[src/sv/fdm_pkg.sv]
package fdm_pkg;

    localparam int SQRT_STEPS   = 32;
    localparam int DIV_STEPS    = 31;
    localparam int CORDIC_ITERS = 28;

    localparam int CFG_ADDR_BITS = 4;
    localparam int CFG_DATA_BITS = 64;
    localparam int SIZE_BITS     = 13;

    localparam logic [CFG_ADDR_BITS-1:0] REG_SRC_FOCAL      = 4'd0;
    localparam logic [CFG_ADDR_BITS-1:0] REG_SRC_CENTER     = 4'd1;
    localparam logic [CFG_ADDR_BITS-1:0] REG_DIST_K_LOW     = 4'd2;
    localparam logic [CFG_ADDR_BITS-1:0] REG_DIST_K_HIGH    = 4'd3;
    localparam logic [CFG_ADDR_BITS-1:0] REG_RECT_INV_FOCAL = 4'd4;
    localparam logic [CFG_ADDR_BITS-1:0] REG_RECT_CENTER    = 4'd5;
    localparam logic [CFG_ADDR_BITS-1:0] REG_SRC_WIDTH      = 4'd6;
    localparam logic [CFG_ADDR_BITS-1:0] REG_SRC_HEIGHT     = 4'd7;

    localparam logic [40:0] MAG_CAP = 41'h100_0000_0000;

    // data handed from cell to cell: sqrt state, then CORDIC and two dividers
    typedef struct packed {
        logic               neg_x;
        logic               neg_y;
        logic [30:0]        mag_x;
        logic [30:0]        mag_y;
        logic [62:0]        rem_sq;
        logic [62:0]        root;
        logic signed [40:0] cx;
        logic signed [40:0] cy;
        logic signed [32:0] cz;
        logic [31:0]        rem_x;
        logic [31:0]        rem_y;
        logic [30:0]        quo_x;
        logic [30:0]        quo_y;
    } cell_data_t;

    // atan(2^-i) in Q.30, rounded to nearest
    function automatic logic signed [32:0] atan_entry(input int idx);
        logic signed [32:0] val;
        case (idx)
            0:       val = 33'sd843314857;
            1:       val = 33'sd497837829;
            2:       val = 33'sd263043837;
            3:       val = 33'sd133525159;
            4:       val = 33'sd67021687;
            5:       val = 33'sd33543516;
            6:       val = 33'sd16775851;
            7:       val = 33'sd8388437;
            8:       val = 33'sd4194283;
            9:       val = 33'sd2097149;
            10:      val = 33'sd1048576;
            default: val = 33'sd1 <<< (30 - idx);
        endcase
        return val;
    endfunction

endpackage

[src/sv/fdm_iter_cell.sv]
module fdm_iter_cell
    import fdm_pkg::*;
#(
    parameter int STEP = 0
)
(
    input  logic       clk,
    input  logic       rst_n,
    input  logic       adv,
    input  logic       vld_in,
    input  cell_data_t d_in,
    output logic       vld_out,
    output cell_data_t d_out
);

    localparam int QPOS = DIV_STEPS - 1 - STEP;
    localparam logic signed [32:0] ANGLE = atan_entry(STEP);

    logic signed [40:0] shx;
    logic signed [40:0] shy;
    logic [32:0]        divisor;
    logic [32:0]        shift_x;
    logic [32:0]        shift_y;
    logic               ge_x;
    logic               ge_y;
    cell_data_t         d_next;
    cell_data_t         d_reg;
    logic               vld_reg;

    always_comb
    begin
        d_next = d_in;
        shx    = d_in.cy >>> STEP;
        shy    = d_in.cx >>> STEP;
        if (STEP < CORDIC_ITERS)
        begin
            if (!d_in.cy[40])
            begin
                d_next.cx = d_in.cx + shx;
                d_next.cy = d_in.cy - shy;
                d_next.cz = d_in.cz + ANGLE;
            end
            else
            begin
                d_next.cx = d_in.cx - shx;
                d_next.cy = d_in.cy + shy;
                d_next.cz = d_in.cz - ANGLE;
            end
        end
        // restoring division, one quotient bit per cell
        divisor = {1'b0, d_in.root[31:0]};
        shift_x = {d_in.rem_x, (STEP == 0) ? d_in.mag_x[0] : 1'b0};
        shift_y = {d_in.rem_y, (STEP == 0) ? d_in.mag_y[0] : 1'b0};
        ge_x    = shift_x >= divisor;
        ge_y    = shift_y >= divisor;
        d_next.rem_x = ge_x ? 32'(shift_x - divisor) : shift_x[31:0];
        d_next.rem_y = ge_y ? 32'(shift_y - divisor) : shift_y[31:0];
        d_next.quo_x[QPOS] = ge_x;
        d_next.quo_y[QPOS] = ge_y;
    end

    always_ff @(posedge clk or negedge rst_n)
    begin
        if (!rst_n)
        begin
            vld_reg <= 1'b0;
        end
        else if (adv)
        begin
            vld_reg <= vld_in;
        end
    end

    always_ff @(posedge clk)
    begin
        if (adv)
        begin
            d_reg <= d_next;
        end
    end

    assign vld_out = vld_reg;
    assign d_out   = d_reg;

endmodule

[config.mk]
export PLATFORM = sky130hd
export DESIGN_NAME = fdm_iter_cell
export DESIGN_NICKNAME = d
export VERILOG_FILES = /design/src/sv/fdm_pkg.sv /design/src/sv/fdm_iter_cell.sv
export SDC_FILE = /design/constraint.sdc
export NUM_CORES = 1
export LEC_CHECK = 0
export BUFFER_PORTS_ARGS = -buffer_cell sky130_fd_sc_hd__buf_2
export CAP_MARGIN = 20
export CELL_PAD_IN_SITES_DETAIL_PLACEMENT = 1
export CELL_PAD_IN_SITES_GLOBAL_PLACEMENT = 2
export CORE_AREA = 5 5 337 339
export CTS_CLUSTER_DIAMETER = 60
export CTS_CLUSTER_SIZE = 10
export DETAILED_ROUTE_END_ITERATION = 7
export DIE_AREA = 0 0 342 344
export PLACE_DENSITY = 0.63
export SYNTH_ARGS = -nofsm -noshare
export SYNTH_HDL_FRONTEND = slang
export SYNTH_SLANG_ARGS = --single-unit
[constraint.sdc]
create_clock -name clk -period 1.2 [get_ports clk]
set_input_delay 0.06 -clock clk [delete_from_list [all_inputs] [get_ports clk]]
set_output_delay 0.06 -clock clk [all_outputs]
set_load 0.005 [all_outputs]
Yosys cells after proc, flatten, opt, wreduce, memory -nomap -nowiden
Index checks and enable logic that the tools add are counted.
{"block": "totals", "inputBits": 435, "reg_bits": 432}
{"block": "classes", "add_sub_neg": 7, "n_lt_le_gt_ge": 2, "muxes": 3}
{"op": "two-way mux 115 bit", "n": 1}
{"op": "subtractor 41 bit", "n": 2}
{"op": "greater-or-equal comparator 33 x 32 -> 1 bit", "n": 2}
{"op": "two-way mux 32 bit", "n": 2}
{"op": "subtractor 32 bit", "n": 2}
{"op": "adder 41 bit", "n": 1}
{"op": "adder 33 x 31 -> 33 bit, second input constant", "n": 1}
{"op": "subtractor 33 x 31 -> 33 bit, second input constant", "n": 1}

Longest topological paths before layout
{"block": "depth", "depth_word": 2, "depth_mapped": 15}

Worst setup path after synthesis
No wires, ideal clock.
{"block": "synth_path", "kind": "input to register", "startpoint": "input d_in[199] in the netlist's numbering", "endpoint": "register d_reg (netlist bit d_out[152]), data pin", "setup_time_ns": 0.259, "required_ns": 0.941, "path_slack_ns": -2.062, "stages": 14, "t_arrival_ns": 3.003, "cell_sequence": "inv_1 > clkbuf_1 > clkbuf_1 > ha_1 > inv_1 > o21bai_1 > a211oi_1 > o31a_1 > o21ai_0 > a21oi_1 > o21ai_0 > a41o_1 > a21o_1 > xor2_1"}
{"item": "from (decl)", "line": "fdm_iter_cell.sv:11", "source": "input cell_data_t d_in,"}
{"item": "to (signal assigned)", "line": "fdm_iter_cell.sv:78", "source": "d_reg <= d_next;"}
{"item": "to (decl)", "line": "fdm_iter_cell.sv:27", "source": "cell_data_t d_reg;"}

==> impl_metrics.ini <==
[run_status]
status = finished, violations left
violations = hold timing, setup timing

[route]
firstDrtPassIters = 5
vias = 29100
routed_via_density = 4.68
drtIter0Drc = 1629
wire_per_inst_um = 27.8
antenna_left = 0
drc_errors = 0
routed_wl_um = 173000

[global_routing]
grt_pass1_vias = 30800
antenna_found_initial = 51
track_usage = 0.277
grt_max_degree = 61
grt_first_pass_wirelength_um = 232000
gr-total-overflow = 0

[synthesis]
syn_inst = 2427
syn_area_per_cell_um2 = 10.7
synth_edf_count = 430
ys_warn_count = 0
yosys.area.top_type = edfxtp_1
synth-async-reset-ratio = 0.00232
syn_area_um2 = 26000
synth_commonest_cells = 430 x edfxtp_1, 262 x a21oi_1, 231 x ha_1, 196 x inv_1, 180 x o21ai_0
synthDistinctLibCells = 75
synth_top_cell_area_share = 0.496
seq_area_frac_synth = 0.497
synth_area_leaders = edfxtp_1 50%, ha_1 11%, a21oi_1 5.0%, xnor2_1 4.1%, o21ai_0 3.5%
synthFlopType = edfxtp_1
synth-seq-cells = 431
syn_nets = 3099
synth.most_common_cell = edfxtp_1

[worst_setup_path]
crit_required_ns = 1.57
cp-end-kind = register
ff2ff_path_depth = 1
arrival_ns = 3.04
cp_max_fo = 3
rrSetupSlack_ns = 0.47
startpoint_type = primary input
crit_type = in -> reg

[floorplanning]
rows = 122
die_w_um = 342
start_util = 0.237
die_area_um2 = 118000
core_um2 = 110000
die_h_um = 344
ioPinCount = 867

[sta]
period_minus_slack_ns = 2.67
period_share = 2.23
slew_headroom = 0.513
tightestPinTransition_ns = 0.730
finalSetupViolCount = 475
rsz0062_at_grt = true
hold_violations = 1
worst_slack_ns = -1.47
finClkSkew_ns = 0
hold_ws_ns = -0.0254
drv_slew = 0
fmax_mhz = 374

[layout]
area_growth_pct = 94.1
seqCellArea_um2 = 12900
final_cells = 6216
final_util = 0.459
multi_input_area_um2 = 15200
n_fill_cell = 12200
final_nets = 5323
final_layout_size_suffix_gt1_frac = 0.529

[clock_tree]
cts_tree = done
clock_sinks = 431
cts-root-buf = clkbuf_16
htree_levels = 3
numCtsBuffers = 72
clock_latency_ns = 0.63
clk_pin_slew_ns = 0.05
clock_path_buffers = 3

[flow_run]
cap_viol_max_count = 0

[placement]
portBuffers = 864
place_ws_ns = -2.11
place.gp.congestion = 0.987
dp_hpwl_um = 141000
dpl.cell_count = 5638

[power_and_ir_drop]
p_leak_nw = 22.6
p_per_area_nw_per_um2 = 1240
ir_drop_v = 0.000937

[min_path]
min_path_cells = 5
hold_path_class = in -> reg
layout by cell type (no fill, tap or decap), types with 12 or more instances in the layout:
master / synthesis / layout
buf_6: 0 / 182
a21oi_1: 262 / 201
o21ai_0: 180 / 75
dlygate4sd3_1: 0 / 346
nand2_1: 152 / 116
nand3_1: 31 / 28
ha_1: 231 / 163
nand4_1: 39 / 39
inv_2: 1 / 21
nand2b_1: 18 / 15
o21a_1: 20 / 20
diode_2: 0 / 32
xnor2_1: 122 / 106
mux2_4: 0 / 33
ha_4: 0 / 61
edfxtp_1: 430 / 430
nor2_1: 148 / 128
buf_8: 0 / 13
o21bai_1: 52 / 44
buf_2: 7 / 721
o21ai_2: 0 / 53
nand2_2: 0 / 24
xnor2_2: 0 / 14
xor2_1: 43 / 37
a21oi_4: 0 / 19
nand2_4: 0 / 12
nor2b_1: 20 / 14
inv_6: 0 / 13
buf_12: 0 / 32
nor3_1: 44 / 34
a21o_1: 85 / 85
o21ai_1: 1 / 42
buf_4: 3 / 921
a21oi_2: 0 / 42
nor2_2: 0 / 13
clkbuf_16: 0 / 72
inv_1: 196 / 159
report_power, final:
part,internal (W),switching (W)
Sequential,0.0188,0.00114
Clock,0.0131,0.00853
Combinational,0.0107,0.0105
worst max-delay path, stage by stage:
cell and delay [ns]:
buf_6 0.10, ha_4 0.16, inv_2 0.06, fa_2 0.24, o21bai_4 0.07, a221o_1 0.38
a2111oi_4 0.31, o31a_2 0.22, o311ai_4 0.13, a2111o_1 0.42, a311o_1 0.34, a21bo_1 0.23
o21a_1 0.18, xnor2_1 0.12
cell type report:
type,instances,area share
flip-flops and latches,431,0.256
multi-input cells,1720,0.301
well taps,1488,0.0368
inverters,202,0.0174
repair buffers,2223,0.338
clock inverters,45,0.0129
clock buffers,74,0.0358
repair inverters,1,0.000223
diodes,32,0.00158
routing by layer:
metal / GRT usage / wire (µm) / up-vias
met5: 0 / 81 / -
met4: 0.160 / 12800 / 12
met2: 0.470 / 81300 / 976
met3: 0.0438 / 9920 / 319
li1: - / - / 13400
met1: 0.336 / 68900 / 14400
state kept, by name, summed over array words and instances (netlist names):
register	cells
d_out	430
vld_out	1
cells by family (layout without fill, tap and decap cells):
family / count (synthesis) / after routing / share of synthesized area
xor+xnor: 165 / 165 / 0.0555
simple gates: 511 / 511 / 0.0912
compound gates: 755 / 755 / 0.179
buf+inv: 276 / 2545 / 0.0406
mux: 52 / 52 / 0.0216
flops: 431 / 431 / 0.497
fa+ha+maj: 237 / 237 / 0.116
other cells: 0 / 32 / 0
repair_timing:
action,in CTS,in global routing
resized for setup,436,482
endpoints found under the setup margin,598,600
pin swaps,166,136
setup buffers,68,37
cloned,10,0
hold endpoints to repair,501,2
hold buffers,346,1
metrics by stage:
stage               hold WS, ns  TNS, ns  instance area [µm²]  total power [W]
floorplan                -0.236  -185.37                27200           0.0262
global placement         -0.165  -278.45                40200           0.0370
detailed placement       -0.162  -283.11                40200           0.0371
CTS                    0.000810  -191.60                48900           0.0620
global route            -0.0537  -191.24                50500           0.0652
finish                  -0.0254  -165.24                50500           0.0628
final timing paths:
| path | start | endpoint |
|---|---|---|
| worst max-delay path | d_in[159] | d_out[234] |
| min in group asynchronous | rst_n | vld_out |
| max in group asynchronous | rst_n | vld_out |
| worst max register to register | vld_out | vld_out |
| worst min-delay path | d_in[93] | d_out[30] |
| worst min register to register | vld_out | vld_out |
Power figures use the tool's default switching activity.
