===== config.mk =====
export PLATFORM = sky130hd
export DESIGN_NAME = fdm_sqrt_cell
export DESIGN_NICKNAME = d
export VERILOG_FILES = /design/src/sv/fdm_pkg.sv /design/src/sv/fdm_sqrt_cell.sv
export SDC_FILE = /design/constraint.sdc
export NUM_CORES = 1
export LEC_CHECK = 0
export CAP_MARGIN = 20
export CORE_AREA = 2 2 337 339
export CTS_CLUSTER_SIZE = 12
export DETAILED_ROUTE_END_ITERATION = 16
export DIE_AREA = 0 0 339 341
export DONT_BUFFER_PORTS = 1
export PLACE_DENSITY = 0.3
export SYNTH_ARGS = -nofsm -noshare
export SYNTH_HDL_FRONTEND = slang
export SYNTH_SLANG_ARGS = --single-unit

===== constraint.sdc =====
create_clock -name clk -period 0.97 [get_ports clk]
set_input_delay 0.0485 -clock clk [delete_from_list [all_inputs] [get_ports clk]]
set_output_delay 0.0485 -clock clk [all_outputs]
set_load 0.05 [all_outputs]

===== src/sv/fdm_pkg.sv =====
package fdm_pkg;

    localparam int SQRT_STEPS   = 32;
    localparam int DIV_STEPS    = 31;
    localparam int CORDIC_ITERS = 28;

    localparam int CFG_ADDR_BITS = 4;
    localparam int CFG_DATA_BITS = 64;
    localparam int SIZE_BITS     = 13;

    localparam logic [CFG_ADDR_BITS-1:0] REG_SRC_FOCAL      = 4'd0;
    localparam logic [CFG_ADDR_BITS-1:0] REG_SRC_CENTER     = 4'd1;
    localparam logic [CFG_ADDR_BITS-1:0] REG_DIST_K_LOW     = 4'd2;
    localparam logic [CFG_ADDR_BITS-1:0] REG_DIST_K_HIGH    = 4'd3;
    localparam logic [CFG_ADDR_BITS-1:0] REG_RECT_INV_FOCAL = 4'd4;
    localparam logic [CFG_ADDR_BITS-1:0] REG_RECT_CENTER    = 4'd5;
    localparam logic [CFG_ADDR_BITS-1:0] REG_SRC_WIDTH      = 4'd6;
    localparam logic [CFG_ADDR_BITS-1:0] REG_SRC_HEIGHT     = 4'd7;

    localparam logic [40:0] MAG_CAP = 41'h100_0000_0000;

    // data handed from cell to cell: sqrt state, then CORDIC and two dividers
    typedef struct packed {
        logic               neg_x;
        logic               neg_y;
        logic [30:0]        mag_x;
        logic [30:0]        mag_y;
        logic [62:0]        rem_sq;
        logic [62:0]        root;
        logic signed [40:0] cx;
        logic signed [40:0] cy;
        logic signed [32:0] cz;
        logic [31:0]        rem_x;
        logic [31:0]        rem_y;
        logic [30:0]        quo_x;
        logic [30:0]        quo_y;
    } cell_data_t;

    // atan(2^-i) in Q.30, rounded to nearest
    function automatic logic signed [32:0] atan_entry(input int idx);
        logic signed [32:0] val;
        case (idx)
            0:       val = 33'sd843314857;
            1:       val = 33'sd497837829;
            2:       val = 33'sd263043837;
            3:       val = 33'sd133525159;
            4:       val = 33'sd67021687;
            5:       val = 33'sd33543516;
            6:       val = 33'sd16775851;
            7:       val = 33'sd8388437;
            8:       val = 33'sd4194283;
            9:       val = 33'sd2097149;
            10:      val = 33'sd1048576;
            default: val = 33'sd1 <<< (30 - idx);
        endcase
        return val;
    endfunction

endpackage


===== src/sv/fdm_sqrt_cell.sv =====
module fdm_sqrt_cell
    import fdm_pkg::*;
#(
    parameter int STEP = 0
)
(
    input  logic       clk,
    input  logic       rst_n,
    input  logic       adv,
    input  logic       vld_in,
    input  cell_data_t d_in,
    output logic       vld_out,
    output cell_data_t d_out
);

    localparam logic [63:0] STEP_BIT = 64'd1 << (62 - 2 * STEP);

    logic [63:0] trial;
    logic        take;
    cell_data_t  d_next;
    cell_data_t  d_reg;
    logic        vld_reg;

    always_comb
    begin
        trial  = {1'b0, d_in.root} + STEP_BIT;
        take   = {1'b0, d_in.rem_sq} >= trial;
        d_next = d_in;
        if (take)
        begin
            d_next.rem_sq = 63'({1'b0, d_in.rem_sq} - trial);
            d_next.root   = 63'(({1'b0, d_in.root} >> 1) + STEP_BIT);
        end
        else
        begin
            d_next.root = d_in.root >> 1;
        end
    end

    always_ff @(posedge clk or negedge rst_n)
    begin
        if (!rst_n)
        begin
            vld_reg <= 1'b0;
        end
        else if (adv)
        begin
            vld_reg <= vld_in;
        end
    end

    always_ff @(posedge clk)
    begin
        if (adv)
        begin
            d_reg <= d_next;
        end
    end

    assign vld_out = vld_reg;
    assign d_out   = d_reg;

endmodule


## Word level (Yosys, flattened, before mapping)

Cells that the tools add are included.

- Register bits after elaboration: 432
- Input port bits: 435
- Output and inout bits: 432
- Word-level logic and storage cells: 21

- $add $sub $neg: 3
- Order comparisons: 1
- Multiplexer cells: 2

Operators with widths:

| cell | count |
|---|---|
| $add A63 B63 Y64 const B | 1 |
| $ge A63 B64 Y1 | 1 |
| $add A62 B63 Y63 const B | 1 |
| $mux W63 | 1 |
| $sub A63 B63 Y63 | 1 |
| $mux W62 | 1 |

## Logic depth before layout (Yosys ltp)

Gate-level depths: netlist (run 1).

- Word-level depth: 3
- Depth in mapped cells: 15
- Gate-level depth less buffers: 13

## Least setup slack after synthesis (run 1)

No wires, ideal clock.

- Path kind: in2reg
- From: in d_in[304] in the netlist's numbering
- To: reg d_reg (netlist bit d_out[353]), data pin
- Library setup time: 260 ps
- Arrival time: 2419 ps
- Required time: 710 ps
- Slack: -1709 ps
- Cell stages on the path: 14
- Path buffers: 2
- Path through: inv_1 -> ha_1 -> fa_1 -> nor2b_1 -> o31a_1 -> o21ai_2 -> a31oi_2 -> o21ba_1 -> o31ai_2 -> a211oi_2 -> or2_1 -> buf_6 -> buf_6 -> mux2_4

RTL lines:

| element | line | text |
|---|---|---|
| start: declaration | fdm_sqrt_cell.sv:11 | `input cell_data_t d_in,` |
| end signal: assignment | fdm_sqrt_cell.sv:56 | `d_reg <= d_next;` |
| end: declaration | fdm_sqrt_cell.sv:21 | `cell_data_t d_reg;` |

==> metrics, run 1 <==
status=finished with violations; failing checks=hold timing, setup timing; final core utilization=0.329; Worst EP arrival=2.76 ns; Hold WC Path Type=in -> reg; Hold Crit Start=d_in[262]; total gr overflow=0; first-pass GRT wire length=142 mm; Worst Setup Slack, final=-1.39 ns; reg2reg end=vld_out; Final Hold Viols=226; Top FF cell, synth=edfxtp_1; Yosys warning count=0; CP endpoint kind=register; reg2reg start=vld_out; die width=339 um; Avg Vias per Cell=3.87; Post-synth EDFFs=431; average size of a mapped cell=14.8 um^2; slowest cell on the critical path=o31ai_4; top-area cell type share of the netlist area=0.721; synth top area cells=edfxtp_1 72%, ha_1 4.5%, a21oi_1 3.1%, inv_1 1.8%, nor2_1 1.7%; post-synthesis cell type count=69; clock skew=0 ns; area of the core=112000 um^2; clk_lat worst skew=0.64 ns; overall routing resource usage=0.176; fin. max-slew vios=0; type of origin of the critical path=input pin; Worst Max-Slew Pin Slew=0.945 ns; dpl cells=3370; Top Ports=867; die area=116000 um^2; initial antenna violation count=44; clk buf depth=3; Yosys reg bits=432; Final Non-Filler Cells=4160; asr flop ratio synth=0.00231; nets@finish=3102; pin count of the biggest net entering global routing=433; Top delay family on crit path=compound AO/OA/AOI/OAI gates; sequential fraction of the synthesis area=0.722; First DRT Iteration DRCs=759; crit-path cells=clkinv_8, ha_4, fa_2, nor2b_4, o31a_1, o21ai_4, a31oi_4, o21ba_4, o31ai_4, a211oi_4, buf_4, or2_4, buf_8, mux2_4; Post-DP Area=25300 um^2; most frequent cells after synthesis=431 x edfxtp_1, 112 x a21oi_1, 87 x inv_1; Num Clock Sinks=432; Place WS=-2.47 ns; number of max-cap violations=0; first-pass detailed-route iteration total=5; DR WL/cell=25.4 um; Reg2Reg Depth=1; Bufs and invs on worst path=3; final instance area=36900 um^2; vias in the first global route=17.3k; synthesis-to-layout area growth=105%; row cnt=123; number of CTS-inserted buffers=56; H-tree depth=2; most frequent cell after synthesis=edfxtp_1; Reg2Reg Setup Slack=0.18 ns; DR DRC count=0; layout cells sized above 1=0.407; Reg clk slew, reported paths=0.07 ns; Slew HR=0.370; CP max FO=7; crit path time final=2.36 ns; Worst Path Required=1.36 ns; clock root buffer=clkbuf_16; PortBufs=0; fin crit share=2.44; DP HPWL=77.3 mm; Routed WL=106 mm; syn nets=1711; Critical Path Max Stage Delay=0.37 ns; Die H=341 um; Final ANT Viol Nets=0; PwrDens=1720 nW/um^2; Filler cells=11.1k; WHS=-0.523 ns; maximum clock rate=423 MHz; critical path type=in -> reg; Starting Density=0.160; Yosys top cell by area=edfxtp_1; Hold Crit Depth=0; RSZ-0062 raised after global routing=true; Synth Cell Area=17900 um^2; Via Count=16.1k; Mapped Cells=1211; setup violators final=496; RePlAce Congestion=0.906; Peak VDD IR=0.00129 V; CTS tree=built; Hold EP=d_out[261]; leakage=14.5 nW
-- worst max-delay path by stage --
stage,slack (ns),cells after the start,startpoint,end
floorplan,-1.59,13,d_in[243],d_out[353]
global placement,-2.47,15,d_in[253],d_out[363]
detailed placement,-2.47,15,d_in[253],d_out[363]
CTS,-1.32,14,d_in[243],d_out[362]
global route,-1.41,16,d_in[304],d_out[352]
finish,-1.39,14,d_in[304],d_out[354]
-- report_power, final --
| part | leakage, nW | switching [mW] | internal (mW) |
|---|---|---|---|
| Clock | 0.871 | 9.32 | 12.0 |
| Sequential | 4.23 | 0.950 | 22.4 |
| Combinational | 9.39 | 10.6 | 7.97 |
| Total | 14.5 | 20.9 | 42.4 |
-- kinds of logic after synthesis --
family / share of synthesized area
xor+xnor: 0.0259
compound gates: 0.101
flops: 0.722
buf+inv: 0.0326
fa+ha+maj: 0.0457
simple gates: 0.0623
mux: 0.0103
-- sequential cells by signal, indices dropped and copies added, names as in the netlist --
name and count:
vld_out 1, d_out 431
-- final cells by class --
cell class                 count  area [um^2]  area share
antenna                       13         32.5    0.000883
clock buffer                  62         1420      0.0386
clock inverter                41          404      0.0110
inverter                      87          347     0.00940
multi-input combinational    650         5780       0.157
sequential                   432        13000       0.352
tap                         1500         1880      0.0509
timing repair buffer        1375        14000       0.381
-- what timing repair did --
action	in CTS	in global routing
setup endpoints to repair	496	496
resized for setup	630	106
hold endpoints to repair	863	481
buffers inserted	23	19
hold buffers	603	25
gates cloned	7	0
pin swaps	46	30
-- cells in the final DEF, fill, tap and decap left out, types with 11 or more instances in the layout --
cell / instances
nand2_1: 56
o21bai_1: 16
buf_6: 433
buf_12: 26
ha_4: 30
clkbuf_16: 56
buf_8: 14
edfxtp_1: 431
nor2_1: 27
nor2_4: 39
nor2_2: 14
nand4_1: 18
o21a_1: 11
a21oi_1: 72
nand3_1: 12
o21ai_0: 26
xor2_1: 19
dlygate4sd3_1: 628
xnor2_1: 29
buf_4: 270
inv_1: 78
a21oi_2: 48
diode_2: 13
a21o_1: 31
ha_1: 31
-- stage by stage --
stage	hold slack (ns)	TNS, ns	total power [mW]
after CTS	-0.611	-237.82	63.7
final	-0.523	-211.74	63.3
after global placement	-0.247	-138.72	37.6
after floorplan	-0.247	-94.77	31.6
after detailed placement	-0.247	-138.99	37.5
after global routing	-0.578	-240.16	65.5
-- layer usage --
layer,vias to the layer above,track usage,share of wire
met5,-,0,0.00080
met4,14,0.0572,0.033
met3,135,0.0740,0.10
met2,699,0.289,0.47
met1,7912,0.206,0.39
li1,7359,-,-
Power figures use the tool's default switching activity.
==> run 2: changes to the inputs <==
--- a/config.mk
+++ b/config.mk
@@ -8,6 +8,6 @@
 export CAP_MARGIN = 20
-export CORE_AREA = 2 2 337 339
-export CTS_CLUSTER_SIZE = 12
+export CORE_AREA = 2 2 341 343
+export CTS_CLUSTER_SIZE = 8
 export DETAILED_ROUTE_END_ITERATION = 16
-export DIE_AREA = 0 0 339 341
+export DIE_AREA = 0 0 343 345
 export DONT_BUFFER_PORTS = 1
==> constraint.sdc (replaced) <==
create_clock -name clk -period 3 [get_ports clk]
set_input_delay 0.15 -clock clk [delete_from_list [all_inputs] [get_ports clk]]
set_output_delay 0.15 -clock clk [all_outputs]
set_load 0.01 [all_outputs]
==> metrics, run 2 (synthesis gave the netlist of run 1 again) <==
status=finished with violations; failing checks=hold timing; reg2reg end=vld_out; synthesis-to-layout area growth=52.8%; PortBufs=0 (unchanged); Reg2Reg Depth=2 (+1); Hold Crit Start=adv; Die H=345 um (+1.2%); overall routing resource usage=0.151 (-0.0245); CP endpoint kind=register; RePlAce Congestion=0.798 (-12%); PwrDens=626 nW/um^2 (-64%); CP most frequent cell=buf_4; Routed WL=93.6 mm (-11%); setup_tns=0 ns (+211.74 ns); Reg2Reg Setup Slack=1.63 ns (+1.45 ns); first-pass detailed-route iteration total=7 (+2); row cnt=125 (+1.6%); worst setup path startpoint=d_in[243]; Top delay family on crit path=compound AO/OA/AOI/OAI gates; first-pass GRT wire length=122 mm (-14%); type of origin of the critical path=input pin; leakage=10.2 nW (-30%); Final Hold Viols=154 (-32%); crit-path cells=inv_1, ha_1, nand3b_1, nand2_1, a21oi_1, buf_4, buf_4, o21ai_1, o31ai_1, buf_4, nor4_1, buf_4, o21bai_1, o31ai_1, xnor2_1, a21oi_1; clock skew=0 ns (unchanged); CP max FO=5 (-2); number of max-cap violations=0 (unchanged); Worst EP arrival=3.21 ns (+0.45 ns); die area=118000 um^2 (+2.4%); Worst Max-Slew Pin Slew=0.946 ns (+0.000783 ns); clk buf depth=3 (unchanged); commonest non-fill, non-tap cell in the layout=dlygate4sd3_1; area of the core=115000 um^2 (+2.9%); pin count of the biggest net entering global routing=433 (unchanged); number of CTS-inserted buffers=67 (+20%); Final ANT Viol Nets=0 (unchanged); RSZ-0062 raised after global routing=false; Critical path destination=d_out[359]; DP HPWL=71.3 mm (-7.7%); max reg flops=431 (unchanged); Top Ports=867 (unchanged); clock root buffer=clkbuf_16; layout cells sized above 1=0.167 (-0.241); Critical Path Max Stage Delay=0.39 ns (+0.02 ns); crit path time final=2.84 ns; reg2reg start=vld_out; DR DRC count=0 (unchanged); initial antenna violation count=37 (-16%); fin. max-slew vios=0 (unchanged); critical path type=in -> reg; Starting Density=0.156 (-0.00450); clk_lat worst skew=0.60 ns (-0.04 ns); H-tree depth=3 (+1); Worst Path Required=3.37 ns (+2.01 ns); Hold WC Path Type=in -> reg; Levels on crit path=16 (+2); nets@finish=2363 (-24%); dpl cells=2882 (-14%); Peak VDD IR=0.000322 V (-75%); Final Non-Filler Cells=3435 (-17%); Slew HR=0.370 (-0.000522); Avg Vias per Cell=3.80 (-1.9%); total gr overflow=0 (unchanged); vias in the first global route=13.9k (-20%); most frequent cells in the layout=436 x dlygate4sd3_1, 431 x edfxtp_1, 187 x buf_4; maximum clock rate=352 MHz; die width=343 um (+1.2%); Worst Setup Slack, final=0.161 ns (+1.55 ns); Reg clk slew, reported paths=0.06 ns (about the same); setup violators final=0 (-100%); Via Count=13.1k (-19%); CTS tree=built; Num Clock Sinks=432 (unchanged); slowest cell on the critical path=nor4_1; Bufs and invs on worst path=5 (+2); fin crit share=0.946; WHS=-0.342 ns (+0.181 ns); Place WS=-0.758 ns (+1.71 ns); DR WL/cell=27.2 um (+7.3%); First DRT Iteration DRCs=821 (+8.2%)
## run 2: metal layers
metal,global-route usage,vias to the layer above,share of wire
met5,0,-,0.00024
met4,0.0496,4,0.027
met3,0.0647,87,0.11
met2,0.254,661,0.48
met1,0.172,6439,0.39
li1,-,5864,-
## run 2: final cells by class
class                   instances  area [um^2]
clock inverters                14          184
repair buffers                626         5830
inverters                      87          327
diodes                         26         65.1
flip-flops and latches        432        13000
multi-input cells             649         4410
well taps                    1524         1910
fillers                     12201        87700
clock buffers                  77         1740
## run 2: how the worst min path moves through the flow
| stage | endpoint | slack [ns] | depth (start not counted) |
|---|---|---|---|
| floorplan | vld_out | -0.15 | 0 |
| global placement | vld_out | -0.15 | 0 |
| detailed placement | vld_out | -0.15 | 0 |
| CTS | d_out[260] | -0.46 | 0 |
| global route | d_out[201] | -0.38 | 0 |
| finish | d_out[153] | -0.34 | 0 |
## run 2: stage by stage
| stage | power (mW) | utilization | instance area [um^2] | hold WS (ns) |
|---|---|---|---|---|
| finish | 17.2 | 0.238 | 27400 | -0.342 |
| detailed placement | 9.68 | 0.183 | 21100 | -0.146 |
| floorplan | 8.65 | - | 17900 | -0.146 |
| global route | 17.9 | 0.238 | 27400 | -0.377 |
| CTS | 17.5 | 0.237 | 27300 | -0.458 |
| global placement | 9.71 | 0.183 | 21100 | -0.146 |
## run 2: what timing repair did
action	CTS	global route
gates resized for setup	1	3
endpoints found under the hold margin	863	375
endpoints found under the setup margin	1	5
pin swaps	0	0
setup buffers	0	0
hold buffers	434	2
## run 2: power by group
part           leakage (nW)  internal (mW)  total (mW)  switching, mW
logic                  5.03           1.09        2.07          0.987
registers              4.23           7.29        8.01          0.720
clock network         0.932           4.18        7.09           2.91
